$ cat config.mk
export PLATFORM = sky130hd
export DESIGN_NAME = varint_length_prefixed_blob_deframer_core
export DESIGN_NICKNAME = d
export VERILOG_FILES = /design/src/design/vlbd_pkg.sv /design/src/design/vlbd_in_stage.sv /design/src/design/vlbd_parse.sv /design/src/design/vlbd_out_reg.sv /design/src/design/varint_length_prefixed_blob_deframer_core.sv
export SDC_FILE = /design/constraint.sdc
export NUM_CORES = 1
export LEC_CHECK = 0
export ABC_CLOCK_PERIOD_IN_PS = 3000
export BUFFER_PORTS_ARGS = -buffer_cell sky130_fd_sc_hd__buf_2
export CORE_MARGIN = 3
export CORE_UTILIZATION = 40
export DETAILED_ROUTE_END_ITERATION = 8
export PLACE_DENSITY = 0.62
export SYNTH_ARGS = -nofsm -noshare
export SYNTH_HDL_FRONTEND = slang
export SYNTH_HIERARCHICAL = 1
export SYNTH_SLANG_ARGS = --single-unit
export TNS_END_PERCENT = 100
$ cat constraint.sdc
create_clock -name clk -period 3 [get_ports clk]
set_input_delay 0.3 -clock clk [delete_from_list [all_inputs] [get_ports clk]]
set_output_delay 0.3 -clock clk [all_outputs]
set_load 0.03 [all_outputs]
$ cat src/design/vlbd_pkg.sv
// shared types and constants for the varint length-prefixed blob deframer
package vlbd_pkg;

  localparam int DATA_W     = 8;
  localparam int KIND_W     = 2;
  localparam int LEN_W      = 32;
  // accumulator stays below 2^60: checked against 2^53 before each 7-bit shift
  localparam int ACC_W      = 60;
  localparam int LIMIT_BIT  = 53;
  localparam int PHASE_W    = 2;

  localparam logic [LEN_W-1:0] MAX_BLOB_RESET = {LEN_W{1'b1}};

  localparam logic [KIND_W-1:0] KIND_PAYLOAD  = 2'd0;
  localparam logic [KIND_W-1:0] KIND_EMPTY    = 2'd1;
  localparam logic [KIND_W-1:0] KIND_OVERFLOW = 2'd2;
  localparam logic [KIND_W-1:0] KIND_TOO_LONG = 2'd3;

  typedef struct packed {
    logic [KIND_W-1:0] kind;
    logic [DATA_W-1:0] payload_byte;
    logic              last;
  } result_t;

endpackage

$ cat src/design/vlbd_in_stage.sv
// input register stage holding one raw byte
module vlbd_in_stage (
  input  logic                       clk,
  input  logic                       rst_n,
  input  logic                       in_valid,
  output logic                       in_ready,
  input  logic [vlbd_pkg::DATA_W-1:0] in_data_byte,
  output logic                       s1_valid,
  output logic [vlbd_pkg::DATA_W-1:0] s1_byte,
  input  logic                       s1_take
);

  logic                        s1_valid_r;
  logic                        s1_valid_nxt;
  logic [vlbd_pkg::DATA_W-1:0] s1_byte_r;
  logic                        load;

  assign in_ready = !s1_valid_r || s1_take;
  assign load     = in_valid && in_ready;

  always_comb begin
    s1_valid_nxt = s1_valid_r;
    if (load) begin
      s1_valid_nxt = 1'b1;
    end else if (s1_take) begin
      s1_valid_nxt = 1'b0;
    end
  end

  always_ff @(posedge clk) begin
    if (!rst_n) begin
      s1_valid_r <= 1'b0;
    end else begin
      s1_valid_r <= s1_valid_nxt;
    end
  end

  always_ff @(posedge clk) begin
    if (load) begin
      s1_byte_r <= in_data_byte;
    end
  end

  assign s1_valid = s1_valid_r;
  assign s1_byte  = s1_byte_r;

endmodule

$ cat src/design/vlbd_parse.sv
// framing state, length accumulation and result decision for one byte
module vlbd_parse (
  input  logic                        clk,
  input  logic                        rst_n,
  input  logic                        cfg_wr_en,
  input  logic [vlbd_pkg::LEN_W-1:0]  cfg_wr_data,
  input  logic                        s1_valid,
  input  logic [vlbd_pkg::DATA_W-1:0] s1_byte,
  output logic                        s1_take,
  input  logic                        out_free,
  output logic                        res_load,
  output vlbd_pkg::result_t           res
);

  localparam logic [vlbd_pkg::PHASE_W-1:0] PH_LENGTH  = 2'd0;
  localparam logic [vlbd_pkg::PHASE_W-1:0] PH_PAYLOAD = 2'd1;
  localparam logic [vlbd_pkg::PHASE_W-1:0] PH_ERROR   = 2'd2;

  logic [vlbd_pkg::PHASE_W-1:0] phase_r, phase_nxt;
  logic [vlbd_pkg::ACC_W-1:0]   acc_r, acc_nxt;
  logic [vlbd_pkg::LEN_W-1:0]   rem_r, rem_nxt;
  logic [vlbd_pkg::LEN_W-1:0]   max_blob_r;
  logic [vlbd_pkg::ACC_W-1:0]   acc_sh;
  logic                         emit;
  logic                         too_long;
  logic                         rem_last;

  assign acc_sh   = {acc_r[vlbd_pkg::ACC_W-8:0], s1_byte[6:0]};
  assign too_long = (|acc_sh[vlbd_pkg::ACC_W-1:vlbd_pkg::LEN_W])
                    || (acc_sh[vlbd_pkg::LEN_W-1:0] > max_blob_r);
  assign rem_last = (rem_r <= vlbd_pkg::LEN_W'(1));

  always_comb begin
    emit             = 1'b0;
    res.kind         = vlbd_pkg::KIND_PAYLOAD;
    res.payload_byte = '0;
    res.last         = 1'b1;
    phase_nxt        = phase_r;
    acc_nxt          = acc_r;
    rem_nxt          = rem_r;
    case (phase_r)
      PH_LENGTH: begin
        if (|acc_r[vlbd_pkg::ACC_W-1:vlbd_pkg::LIMIT_BIT]) begin
          emit      = 1'b1;
          res.kind  = vlbd_pkg::KIND_OVERFLOW;
          phase_nxt = PH_ERROR;
          acc_nxt   = '0;
        end else if (s1_byte[7]) begin
          acc_nxt = acc_sh;
        end else begin
          acc_nxt = '0;
          if (too_long) begin
            emit      = 1'b1;
            res.kind  = vlbd_pkg::KIND_TOO_LONG;
            phase_nxt = PH_ERROR;
          end else if (acc_sh == '0) begin
            emit     = 1'b1;
            res.kind = vlbd_pkg::KIND_EMPTY;
          end else begin
            rem_nxt   = acc_sh[vlbd_pkg::LEN_W-1:0];
            phase_nxt = PH_PAYLOAD;
          end
        end
      end
      PH_PAYLOAD: begin
        emit             = 1'b1;
        res.payload_byte = s1_byte;
        res.last         = rem_last;
        if (rem_last) begin
          rem_nxt   = '0;
          phase_nxt = PH_LENGTH;
        end else begin
          rem_nxt = rem_r - vlbd_pkg::LEN_W'(1);
        end
      end
      default: begin
        // error phase, and the unused code, swallow every item
        emit = 1'b0;
      end
    endcase
  end

  // an item with no result never waits on the output side
  assign s1_take  = s1_valid && (!emit || out_free);
  assign res_load = s1_take && emit;

  always_ff @(posedge clk) begin
    if (!rst_n) begin
      phase_r    <= PH_LENGTH;
      acc_r      <= '0;
      rem_r      <= '0;
      max_blob_r <= vlbd_pkg::MAX_BLOB_RESET;
    end else begin
      if (s1_take) begin
        phase_r <= phase_nxt;
        acc_r   <= acc_nxt;
        rem_r   <= rem_nxt;
      end
      if (cfg_wr_en) begin
        max_blob_r <= cfg_wr_data;
      end
    end
  end

endmodule

$ cat src/design/vlbd_out_reg.sv
// result register driving the output channel
module vlbd_out_reg (
  input  logic                        clk,
  input  logic                        rst_n,
  input  logic                        res_load,
  input  vlbd_pkg::result_t           res,
  output logic                        out_free,
  output logic                        out_valid,
  input  logic                        out_ready,
  output vlbd_pkg::result_t           out_res
);

  logic              out_valid_r, out_valid_nxt;
  vlbd_pkg::result_t out_res_r;

  assign out_free = !out_valid_r || out_ready;

  always_comb begin
    out_valid_nxt = out_valid_r;
    if (res_load) begin
      out_valid_nxt = 1'b1;
    end else if (out_ready) begin
      out_valid_nxt = 1'b0;
    end
  end

  always_ff @(posedge clk) begin
    if (!rst_n) begin
      out_valid_r <= 1'b0;
    end else begin
      out_valid_r <= out_valid_nxt;
    end
  end

  always_ff @(posedge clk) begin
    if (res_load) begin
      out_res_r <= res;
    end
  end

  assign out_valid = out_valid_r;
  assign out_res   = out_res_r;

endmodule

$ cat src/design/varint_length_prefixed_blob_deframer_core.sv
// top level: varint length-prefixed blob deframer, one byte per cycle unless stalled
// a byte passes the input register, then the result register, before any result
// for it appears; throughput: one byte per cycle unless a result waits on a
// stalled output; the framing state updates in the single parse stage
// reset (rst_n low, synchronous): length phase, accumulator and count cleared,
// max_blob_size back to all ones, both channels empty
module varint_length_prefixed_blob_deframer_core (
  input  logic                        clk,
  input  logic                        rst_n,
  input  logic                        cfg_wr_en,
  input  logic [vlbd_pkg::LEN_W-1:0]  cfg_wr_data,
  input  logic                        in_valid,
  output logic                        in_ready,
  input  logic [vlbd_pkg::DATA_W-1:0] in_data_byte,
  output logic                        out_valid,
  input  logic                        out_ready,
  output logic [vlbd_pkg::KIND_W-1:0] out_kind,
  output logic [vlbd_pkg::DATA_W-1:0] out_payload_byte,
  output logic                        out_last
);

  logic                        s1_valid;
  logic [vlbd_pkg::DATA_W-1:0] s1_byte;
  logic                        s1_take;
  logic                        out_free;
  logic                        res_load;
  vlbd_pkg::result_t           res;
  vlbd_pkg::result_t           out_res;

  vlbd_in_stage u_in (
    .clk          (clk),
    .rst_n        (rst_n),
    .in_valid     (in_valid),
    .in_ready     (in_ready),
    .in_data_byte (in_data_byte),
    .s1_valid     (s1_valid),
    .s1_byte      (s1_byte),
    .s1_take      (s1_take)
  );

  vlbd_parse u_parse (
    .clk         (clk),
    .rst_n       (rst_n),
    .cfg_wr_en   (cfg_wr_en),
    .cfg_wr_data (cfg_wr_data),
    .s1_valid    (s1_valid),
    .s1_byte     (s1_byte),
    .s1_take     (s1_take),
    .out_free    (out_free),
    .res_load    (res_load),
    .res         (res)
  );

  vlbd_out_reg u_out (
    .clk       (clk),
    .rst_n     (rst_n),
    .res_load  (res_load),
    .res       (res),
    .out_free  (out_free),
    .out_valid (out_valid),
    .out_ready (out_ready),
    .out_res   (out_res)
  );

  assign out_kind         = out_res.kind;
  assign out_payload_byte = out_res.payload_byte;
  assign out_last         = out_res.last;

endmodule

[Yosys cells after proc, flatten, opt, wreduce, memory -nomap -nowiden]
Cells that the tools add are included.
Operators by class
  magnitude comparators: 2
  add/sub/neg operators: 1
  bitwise logic cells: 1
  reduce and logical (&&, ||, !) cells: 21
  equal/unequal tests: 8
  muxes and demuxes: 27
Operator list (number)
  2-to-1 mux 32 bit: 5
  2-to-1 mux 60 bit: 2
  case mux 32 bit (2 select lines): 1
  logical NOT 60 bit: 1
  > comparator 32 bit: 1
  less-or-equal comparator 32 x 1 -> 1 bit (second input constant): 1
  subtractor 32 x 1 -> 32 bit (second input constant): 1
  OR reduction 28 bit: 1
  2-to-1 mux 2 bit: 8
  2-to-1 mux 1 bit: 9
  OR reduction 9 bit: 1
  != test 2 bit (second input constant): 4
  OR reduction 7 bit: 1
  AND reduction 6 bit: 1
  nonzero test 2 bit: 3
  AND reduction 5 bit: 1
  logical OR 1 bit: 4
  != test 4 x 2 -> 1 bit (second input constant): 1
  case mux 2 bit (2 select lines): 1
  logical AND 1 bit: 3
  logical NOT 1 bit: 3
  != test 3 x 2 -> 1 bit (second input constant): 1
  == test 2 x 1 -> 1 bit (second input constant): 1
  logical NOT 2 bit: 1
  4 further kinds: 4
Word-level totals
  flip-flop bits (word level): 147
  output and inout bits: 13
  bits of input ports: 45
  word-level logic and storage cells: 71

[Logic depth before layout (Yosys ltp)]
Gate-level depths: netlist (run 1).
  depth in word-level cells: 12
  gate-level depth with buffers: 12
  depth with buffers taken out: 10

[Hierarchy]
Netlist (run 1), hierarchy kept.
Modules (own cells, without submodules)
  vlbd_parse: sequential area each 2522.4 um^2, cells an instance 828, area each 6767.7 um^2, times used 1
  vlbd_out_reg: sequential area each 350.3 um^2, cells an instance 15, area each 379.1 um^2, times used 1
  vlbd_in_stage: sequential area each 260.2 um^2, cells an instance 13, area each 297.8 um^2, times used 1

[Worst setup path before layout (run 1)]
OpenSTA, ideal clock, no wires.
  path type: reg-to-reg
  start point: reg u_in.s1_byte_r, in the netlist u_in/s1_byte[5]
  end point: reg u_in.s1_byte_r, in the netlist u_in/s1_byte[0] (enable)
  data arrival time: 2.493 ns
  stages on the path, launching flop included: 10
  setup time: 0.300 ns
  required time: 2.700 ns
  period minus slack after synthesis: 2.793 ns
  slack: 0.207 ns
  path buffers: 0
  cells stage by stage: edfxtp_1 > ha_1 > a21oi_1 > o21ai_0 > a221o_1 > o311a_1 > nor4_1 > o31a_1 > nand2b_4 > and2_4
On the way
  word-level cells in the longest chain between the ends: 11
  elaborated cells on any way between the ends: 13
  those cells by class: order compare (1); mux (5); reduce/logical (7)
RTL lines
  start: declaration: line vlbd_in_stage.sv:15  | logic [vlbd_pkg::DATA_W-1:0] s1_byte_r;
  start signal: assignment: line vlbd_in_stage.sv:40  | s1_byte_r <= in_data_byte;
  > comparator 32 bit / logical NOT 60 bit (equally long branches): line vlbd_parse.sv:30, vlbd_parse.sv:56
  logical OR 1 bit / 2-to-1 mux 1 bit (equally long branches): line vlbd_parse.sv:30, vlbd_parse.sv:56
  2-to-1 mux 1 bit *: line vlbd_parse.sv:52  | if (too_long) begin
  2-to-1 mux 1 bit *: line vlbd_parse.sv:48  | end else if (s1_byte[7]) begin
  2-to-1 mux 1 bit *: line vlbd_parse.sv:43  | if (|acc_r[vlbd_pkg::ACC_W-1:vlbd_pkg::LIMIT_BIT]) begin
  case mux 1 bit (2 select lines) *: line vlbd_parse.sv:41  | case (phase_r)
  logical NOT 1 bit *: line vlbd_parse.sv:84  | assign s1_take = s1_valid && (!emit || out_free);
  logical OR 1 bit *: line vlbd_parse.sv:84
  logical AND 1 bit *: line vlbd_parse.sv:84
  named net s1_take: line varint_length_prefixed_blob_deframer_core.sv:24  | logic s1_take;
  logical OR 1 bit *: line vlbd_in_stage.sv:18  | assign in_ready = !s1_valid_r || s1_take;
  named net in_ready: line varint_length_prefixed_blob_deframer_core.sv:13  | output logic in_ready,
  logical AND 1 bit *: line vlbd_in_stage.sv:19  | assign load = in_valid && in_ready;
  named net u_in.load: line vlbd_in_stage.sv:16  | logic load;
The timed path passes the listed nets; every way through them passes the cells marked *.
A chain may end at the register's enable or synchronous reset.

[Worst setup path in the final report (run 1)]
  start point: reg u_parse/acc_r[4] in the netlist's numbering
  end point: out in_ready
On the way
  word-level cells in the longest chain between the ends: 10
  elaborated cells on any way between the ends: 12
  those cells by class: order compare (1); mux (5); reduce/logical (6)
RTL lines
  start: declaration: line vlbd_parse.sv:20  | logic [vlbd_pkg::ACC_W-1:0] acc_r, acc_nxt;
  start signal: assignment: line vlbd_parse.sv:96  | acc_r <= acc_nxt;
  > comparator 32 bit / logical NOT 60 bit (equally long branches): line vlbd_parse.sv:30, vlbd_parse.sv:56
  logical OR 1 bit / 2-to-1 mux 1 bit (equally long branches): line vlbd_parse.sv:30, vlbd_parse.sv:56
  2-to-1 mux 1 bit *: line vlbd_parse.sv:52
  2-to-1 mux 1 bit *: line vlbd_parse.sv:48
  2-to-1 mux 1 bit *: line vlbd_parse.sv:43
  case mux 1 bit (2 select lines) *: line vlbd_parse.sv:41
  logical NOT 1 bit *: line vlbd_parse.sv:84
  logical OR 1 bit *: line vlbd_parse.sv:84
  logical AND 1 bit *: line vlbd_parse.sv:84
  named net s1_take: line varint_length_prefixed_blob_deframer_core.sv:24
  logical OR 1 bit *: line vlbd_in_stage.sv:18
  end: declaration: line varint_length_prefixed_blob_deframer_core.sv:13
Marks and branches as above.

==> results of run 1 <==
[power groups by stage]
| stage | Clock, W | Combinational, W | Sequential (W) |
|---|---|---|---|
| after floorplan | 0 | 0.000520 | 0.00215 |
| after global placement | 0 | 0.000735 | 0.00215 |
| after detailed placement | 0 | 0.000736 | 0.00215 |
| after CTS | 0.00231 | 0.000749 | 0.00211 |
| after global routing | 0.00238 | 0.000856 | 0.00212 |
| final | 0.00227 | 0.000775 | 0.00211 |
[final cells by class]
class	count	share of cell area
clock buffers	19	0.0487
clock inverters	13	0.0198
inverters	42	0.0182
multi-input cells	611	0.450
flip-flops and latches	147	0.345
well taps	229	0.0315
repair buffers	118	0.0868
[flip-flops by register name (all words and copies together), names as in the netlist]
signal and count:
u_parse/rem_r 32, u_parse/max_blob_r 32, u_out/out_res 11, u_parse/acc_r 60, u_in/s1_valid 1, u_out/out_valid 1
u_in/s1_byte 8, u_parse/phase_r 2
[cells by family (layout without fill, tap and decap cells)]
family,after synthesis,in the layout,share of synthesized area
AO/OA/AOI/OAI,167,167,0.162
XOR/XNOR,10,10,0.0118
adder cells (fa/ha/maj),34,34,0.0571
buffers and inverters,98,192,0.0560
flip-flops,147,147,0.421
multiplexers,61,61,0.0820
AND/OR/NAND/NOR,339,339,0.210
[path summary, 6_finish.rpt]
path	slack [ns]	start	cells after the start	endpoint
hold reg to reg	0.46	u_parse/acc_r[54]$_SDFFE_PN0P_	2	u_parse/acc_r[54]$_SDFFE_PN0P_
setup reg to reg	0.15	u_parse/rem_r[16]$_SDFFE_PN0P_	7	u_parse/rem_r[17]$_SDFFE_PN0P_
hold / removal	0.05	in_data_byte[7]	1	u_in/s1_byte[7]$_DFFE_PP_
setup / recovery	-0.07	u_parse/acc_r[4]$_SDFFE_PN0P_	9	in_ready
[worst max-delay path, stage by stage, from the launching register on]
cell and delay, ns:
dfxtp_1 0.38, ha_4 0.22, nand4_1 0.23, nor2_1 0.08, a221o_1 0.33, o311a_1 0.40, nor4_2 0.26, o31a_1 0.17
nand2b_4 0.13, buf_6 0.13
[cells in the final DEF, fill, tap and decap left out, types with 12 or more instances in the layout]
cell type and instances:
a21oi_1 25, a22oi_1 16, a32o_1 12, and2_1 16, buf_2 55, buf_4 59
clkbuf_16 17, dfxtp_1 123, edfxtp_1 19, ha_1 23, inv_1 32, mux2i_1 61
nand2_1 190, nand4_1 15, nor2_1 28, nor3_1 30, nor4_1 23, o211ai_1 34
o21ai_0 17
[per-stage QoR]
step,hold slack [ns],utilization,instance area (sq um)
2_1_floorplan,0.399,-,7440
3_3_place_gp,0.447,0.453,8220
3_5_place_dp,0.454,0.453,8220
4_1_cts,0.0380,0.491,8920
5_1_grt,0.0446,0.501,9090
6_report,0.0494,0.501,9090
[what timing repair did]
item,CTS,global route
pin swaps,6,13
setup buffers,1,5
hold buffers,0,0
setup endpoints to repair,1,6
resized for setup,10,28
[metal layers]
| metal | share of wire | vias up | track usage |
|---|---|---|---|
| met3 | 0.079 | 26 | 0.0548 |
| met2 | 0.43 | 266 | 0.293 |
| met5 | 0 | - | 0 |
| li1 | - | 3267 | - |
| met1 | 0.48 | 3046 | 0.298 |
| met4 | 0.016 | 0 | 0.0605 |
==> flow_summary.toml, run 1 <==
[synth]
ys_ff_latch = 147
yosysMostFrequentCell = "nand2_1"
synthArstFlopShare = 0
netlist_area_sq_um = 7440
yosysSeqAreaShare = 0.421
yosys-top-cells-area = "dfxtp_1 (34%), nand2_1 (9.6%), mux2i_1 (8.2%), edfxtp_1 (7.7%), ha_1 (5.7%)"
synth.yosys.warnings = 6
syn-num-nets = 935
synth_edf_count = 19
yosys.area.top_type_share = 0.344
synth_area_leader_cell = "dfxtp_1"
synthCells = 856
synth.top_cells.by_count = "nand2_1 (190), dfxtp_1 (128), mux2i_1 (61)"
syn_area_per_cell_sq_um = 8.70
ys_types = 58
synth-main-ff-cell = "dfxtp_1"

[timing]
relSlewSlack = 0.365
tightest_slew_ns = 0.953
rsz0062_at_grt = "true"
worst_slack_ns = -0.0656
tns_ns = -0.0656
period_needed_ns = 3.07
hold_violations = 0
final.period_utilization = 1.02
setup_viol = 1
clock.fmax_mhz = 326
final-max-slew-violation-count = 0
finClkSkew_ns = 0.00907

[pwr]
power_frac_comb = 0.150
peakVddDrop_uv = 390
power_density_nw_per_um2 = 567
intPower_w = 0.00378
sw_frac_of_total = 0.267
p_clk_frac = 0.440
seqPwrFrac = 0.410
finalPower_w = 0.00515
p_switching_w = 0.00138
p_leak_nw = 3.95

[floorplan]
dieHeight_microns = 142
start_util = 0.410
fp.dieArea_sq_um = 20300
io_pins = 58
chipWidth_microns = 142
rows = 49
core_area_sq_um = 18100

[setup_path]
crit_required_ns = 2.70
crit_path_end_kind = "primary output"
crit_arrival_ns = 2.77
critPathLaunchType = "register"
crit_fanout = 3
critPathKind = "reg -> out"

[route]
drt_iter0_drc = 648
dr.pass1.iters = 8
vias = 6605
ant_nets = 0
drc_errors = 0
via_per_inst = 5.60
wl_per_cell_microns = 17.5
routed_wl_mm = 20.7

[clock_tree]
cts_tree = "built"
clock_path_buffers = 2
clkLatencyLatePin_ns = 0.43
cts_buffers = 17
clock-sinks = 147
root_buffer = "clkbuf_16"
clk_pin_slew_ns = 0.06
h-tree-depth = 4

[job]
maxCapViolations = 0

[placement]
dp_cells = 1141
place_hpwl_mm = 14.4
gp_congestion = 0.896
portBuffers = 57
pre_cts_ws_ns = 0.153

[finish]
fillers = 1717
diodes = 0
num-nets-final = 1016
multi_input_area_sq_um = 4090
layout-drive-gt1-share = 0.207
regArea_sq_um = 3140
syn_to_final_growth_pct = 22.2
fin_cells = 1179

[worst_hold_path]
min_path_type = "in -> reg"

[grt]
overflow = 0
antenna_found_initial = 0
grt_pass1_vias = 6052
grt_max_degree = 94
grt_pass1_wl_mm = 32.7
grt_util_all_layers = 0.203

[run_status]
violations = "setup timing"
status = "complete, but fails checks"
Power figures use the tool's default switching activity.
==> inputs of run 2 (changes only) <==
BUFFER_PORTS_ARGS = not set   (was -buffer_cell sky130_fd_sc_hd__buf_2)
DONT_BUFFER_PORTS = 1   (was not set)
PLACE_DENSITY = 0.59   (was 0.62)
==> run 2 against run 1 <==
  * Final cell count decreased by 2.1%
  * The run still ends with setup timing left
  * Global-route usage increased by 1.1 points
  * Utilization is 0.30 points lower
==> flow_summary.toml, run 2 (synthesized netlist as in run 1, its figures left out) <==
[placement]
portBuffers = 0
pre_cts_ws_ns = 0.0955
place_hpwl_mm = 14.2
gp_congestion = 0.859

[grt]
antenna_found_initial = 0
grt_util_all_layers = 0.214
grt_pass1_wl_mm = 34.2
grt_pass1_vias = 6198
overflow = 0
grt_max_degree = 96

[floorplan]
rows = 49
dieHeight_microns = 142
start_util = 0.410
chipWidth_microns = 142
core_area_sq_um = 18100
fp.dieArea_sq_um = 20300
io_pins = 58

[worst_hold_path]
min-delay-start = "cfg_wr_en"
whs_path_depth = 2
min_path_type = "in -> reg"

[setup_path]
critPathLaunchType = "register"
crit_arrival_ns = 2.71
path_cells = "inv_1 -> ha_4 -> nand4_1 -> or3_4 -> a21oi_2 -> o311a_4 -> nor4_4 -> o31a_1 -> nand2b_4 -> buf_12"
slowest_delay_ns = 0.45
path_buf_inv = 2
crit_family = "simple AND/OR/NAND/NOR gates"
cp_slowest_cell = "or3_4"
crit_fanout = 3
crit_start = "u_parse/max_blob_r[11]$_SDFFE_PN1P_"
worst-path-stages = 10
crit_required_ns = 2.70
reg2reg_from = "u_parse/rem_r[16]$_SDFFE_PN0P_"
rr_worst_depth = 8
crit_path_end_kind = "primary output"
critPathKind = "reg -> out"

[timing]
setup_viol = 1
final-max-slew-violation-count = 0
period_needed_ns = 3.01
hold_violations = 0
finClkSkew_ns = 0.00855
tightest_slew_ns = 0.964
relSlewSlack = 0.355
timing.hold.ws_ns = 0.00882
final.period_utilization = 1.00
clock.fmax_mhz = 332
rsz0062_at_grt = "true"
worst_slack_ns = -0.00870

[finish]
regMostFlops = "u_parse/acc_r"
layout-drive-gt1-share = 0.133
largest_register_ffs = 60
final_cell_mix = "nand2_1 (190), dfxtp_1 (127), mux2i_1 (61)"
top_regs = "u_parse/acc_r: 60 flops, u_parse/max_blob_r: 32 flops, u_parse/rem_r: 32 flops"
fillers = 1690
layout_commonest_cell = "nand2_1"
diodes = 0
num-nets-final = 991
fin_util = 0.498
syn_to_final_growth_pct = 21.4

[clock_tree]
clkLatencyLatePin_ns = 0.43
clk_pin_slew_ns = 0.06
cts_buffers = 17
cts_tree = "built"
h-tree-depth = 4
clock-sinks = 147
root_buffer = "clkbuf_16"
clock_path_buffers = 2

[route]
vias = 6538
routed_wl_mm = 21.5
ant_nets = 0
via_per_inst = 5.67
drt_iter0_drc = 634
dr.pass1.iters = 5
wl_per_cell_microns = 18.7
drc_errors = 0

[pwr]
finalPower_w = 0.00494
p_leak_nw = 3.85
power_density_nw_per_um2 = 546
peakVddDrop_uv = 387

[run_status]
violations = "setup timing"
status = "complete, but fails checks"

[job]
maxCapViolations = 0
==> run 2: cell count changes in the layout (fill, tap and decap cells not counted), sizes merged <==
cell | previous run | this run
inv | 45 | 43
clkbuf | 19 | 21
buf | 118 | 67
dlygate4sd3 | 0 | 26
bufinv | 4 | 2
clkinv | 5 | 7
==> run 2: metrics by stage <==
step | cell area, sq um | setup TNS [ns] | instances
6_report | 9040 | -0.00870 | 1154
3_3_place_gp | 8010 | 0 | 1088
5_1_grt | 9040 | -0.159 | 1154
3_5_place_dp | 8010 | 0 | 1088
2_1_floorplan | 7440 | 0 | 856
4_1_cts | 8940 | 0 | 1151
==> run 2: timing repair <==
action / CTS / global route
endpoints found under the hold margin: 39 / 0
setup buffers: 4 / 3
endpoints found under the setup margin: 1 / 10
resized for setup: 10 / 9
hold buffers: 27 / 0
pin swaps: 8 / 5
==> run 2: metal layers <==
metal	wire, microns	up-vias	share of wire	track usage
met4	604	0	0.028	0.0830
met3	1310	41	0.061	0.0437
met5	0	-	0	0
met1	10400	3074	0.48	0.310
li1	-	3198	-	-
met2	9240	225	0.43	0.315
==> run 2: area by class of cell <==
cell class	count	area, sq um	share of cell area
inverters	42	163	0.0180
repair buffers	93	863	0.0955
flip-flops and latches	147	3130	0.347
clock buffers	21	450	0.0498
multi-input cells	611	4030	0.446
well taps	229	287	0.0317
clock inverters	11	110	0.0122
==> run 2: worst paths after layout <==
kind | endpoint | slack (ns)
setup / recovery | in_ready | -0.009
hold / removal | u_parse/max_blob_r[9]$_SDFFE_PN1P_ | 0.009
setup reg to reg | u_parse/rem_r[7]$_SDFFE_PN0P_ | 0.13
hold reg to reg | u_parse/acc_r[54]$_SDFFE_PN0P_ | 0.46
==> run 2: power by group <==
group          total, W  switching (W)  leakage [nW]  internal (W)
sequential      0.00212      0.0000546          1.22       0.00206
combinational  0.000768       0.000448          2.36      0.000320
clock           0.00205       0.000819         0.271       0.00123
==> run 2: worst register-to-register path, cell delays in order (launching register included) <==
cell and delay, ns:
dfxtp_1 0.34, or4_1 0.58, or4_4 0.56, o41a_1 0.57, inv_6 0.19, nor2_1 0.07, a21oi_1 0.18, nor2_1 0.07
a32o_1 0.21
==> inputs of run 3 (changes only) <==
SETUP_SLACK_MARGIN = 0.02   (was not set)
==> run 3 against run 2 <==
  * Combinational power increased by 4.7%
  * Hold slack got worse by 0.0016 ns
  * Worst setup slack got worse by 0.079 ns
  * Highest routed layer unchanged
  * Non-clock buffer count increased by 6
  * Clock-buffer cell count unchanged
  * Via count increased by 0.92%
  * Sequential power about the same
  * Largest cell class unchanged
  * Die area unchanged
  * The flow still finishes with violations (setup timing)
  * Final area increased by 2.0%
  * Fmax decreased by 2.6%
  * Utilization increased by 0.99 points
  * Final cell count increased by 0.52%
==> flow_summary.toml, run 3 (synthesized netlist as in run 1, its figures left out) <==
[placement]
gp_congestion = 0.859
place_hpwl_mm = 14.2
portBuffers = 0
placed_area_sq_um = 8010

[grt]
overflow = 0
grt.busiest_layer = "met2"
use_met1 = 0.309
grt_pass1_wl_mm = 34.2
grt_util_all_layers = 0.214
met3_usage = 0.0437
antenna_found_initial = 0
grt_pass1_vias = 6184
use_met2 = 0.315
grt_max_degree = 96

[finish]
num-nets-final = 997
fillers = 1661
fin_util = 0.508
multi_input_area_sq_um = 4100
layout-drive-gt1-share = 0.153
layout_commonest_cell = "nand2_1"
final_cell_mix = "nand2_1 (190), dfxtp_1 (125), mux2i_1 (59)"
final_cell_area_sq_um = 9220
regMostFlops = "u_parse/acc_r"
regArea_sq_um = 3140
top_regs = "u_parse/acc_r: 60 flops, u_parse/max_blob_r: 32 flops, u_parse/rem_r: 32 flops"
diodes = 0
largest_register_ffs = 60
syn_to_final_growth_pct = 23.8

[clock_tree]
clk_pin_slew_ns = 0.06
clkLatencyLatePin_ns = 0.43
clock_path_buffers = 2
root_buffer = "clkbuf_16"
clock-sinks = 147
h-tree-depth = 4
cts_buffers = 17
cts_tree = "built"

[setup_path]
crit_arrival_ns = 2.79
r2r_slack_ns = 0.07
slowest_delay_ns = 0.42
critPathKind = "reg -> out"
crit_fanout = 3
path_cells = "inv_1 -> ha_4 -> a21oi_1 -> nand2_1 -> a221o_1 -> o311a_4 -> nor4_4 -> o31a_1 -> nand2b_4 -> buf_12"
crit_path_end_kind = "primary output"
crit_required_ns = 2.70
cp_slowest_cell = "o311a_4"
critPathLaunchType = "register"
rr_worst_depth = 11
reg2reg_from = "u_parse/max_blob_r[14]$_SDFFE_PN1P_"
r2r-end = "u_out/out_res[6]$_DFFE_PP_"

[timing]
setup_viol = 1
tightest_slew_ns = 0.976
clock.fmax_mhz = 324
worst_slack_ns = -0.0880
relSlewSlack = 0.347
rsz0062_at_grt = "true"
period_needed_ns = 3.09
hold_violations = 0
tns_ns = -0.0880
finClkSkew_ns = 0.00992
final-max-slew-violation-count = 0
final.period_utilization = 1.03

[floorplan]
chipWidth_microns = 142
dieHeight_microns = 142
start_util = 0.410
core_area_sq_um = 18100
rows = 49
io_pins = 58
fp.dieArea_sq_um = 20300

[route]
dr.pass1.iters = 6
ant_nets = 0
drt_iter0_drc = 646
via_per_inst = 5.69
routed_wl_mm = 22.0
drc_errors = 0
wl_per_cell_microns = 19.0
vias = 6598

[pwr]
finalPower_w = 0.00499
p_leak_nw = 3.89
peakVddDrop_uv = 397
power_density_nw_per_um2 = 541

[worst_hold_path]
min-delay-start = "cfg_wr_en"
min_to = "u_parse/max_blob_r[9]$_SDFFE_PN1P_"
min_path_type = "in -> reg"
whs_path_depth = 2

[job]
maxCapViolations = 0

[run_status]
status = "complete, but fails checks"
violations = "setup timing"
run 3: final cells by class:
type,instances,share of cell area
clock buffer,21,0.0489
inverter,42,0.0176
multi-input combinational,611,0.444
sequential,147,0.340
tap,229,0.0311
timing repair buffer,99,0.106
clock inverter,11,0.0119
run 3: metrics by stage:
step / instances / hold slack, ns / setup WS (ns)
after floorplan: 856 / 0.399 / 0.207
after global placement: 1088 / 0.399 / 0.135
after detailed placement: 1088 / 0.399 / 0.0955
after CTS: 1151 / 0.000102 / 0.0139
after global routing: 1160 / 0.00859 / -0.181
final: 1160 / 0.00719 / -0.0880
run 3: repair_timing:
item	in CTS	in global routing
setup endpoints to repair	1	12
endpoints found under the hold margin	39	0
buffers inserted	4	6
pin swaps	8	15
hold buffers	27	0
resized for setup	12	25
cloned	0	3
run 3: metal layers:
layer,up-vias,part of all wire
li1,3205,-
met1,3104,0.48
met2,244,0.43
met3,45,0.057
met4,0,0.029
met5,-,0
run 3: power breakdown:
| part | total (W) | internal, W | switching (W) |
|---|---|---|---|
| registers | 0.00212 | 0.00206 | 0.0000561 |
| clock network | 0.00207 | 0.00123 | 0.000834 |
| logic | 0.000804 | 0.000343 | 0.000461 |
run 3: worst max-delay path by stage:
stage	start	endpoint	slack, ns	depth (start not counted)
2_1_floorplan	u_in/s1_byte[5]$_DFFE_PP_	u_in/s1_byte[0]$_DFFE_PP_	0.21	9
6_report	u_parse/max_blob_r[14]$_SDFFE_PN1P_	in_ready	-0.09	10
4_1_cts	u_in/s1_byte[6]$_DFFE_PP_	in_ready	0.01	9
3_3_place_gp	u_in/s1_byte[5]$_DFFE_PP_	u_in/s1_byte[5]$_DFFE_PP_	0.13	9
5_1_grt	u_parse/max_blob_r[30]$_SDFFE_PN1P_	in_ready	-0.18	10
3_5_place_dp	u_in/s1_byte[5]$_DFFE_PP_	u_in/s1_byte[0]$_DFFE_PP_	0.1	9
run 3: worst max-delay path, delay by kind of cell (launching register included):
family	cells	cell delay, ns
compound gates	4	1.12
flops	1	0.30
fa+ha+maj	1	0.23
buf+inv	2	0.25
simple gates	3	0.45
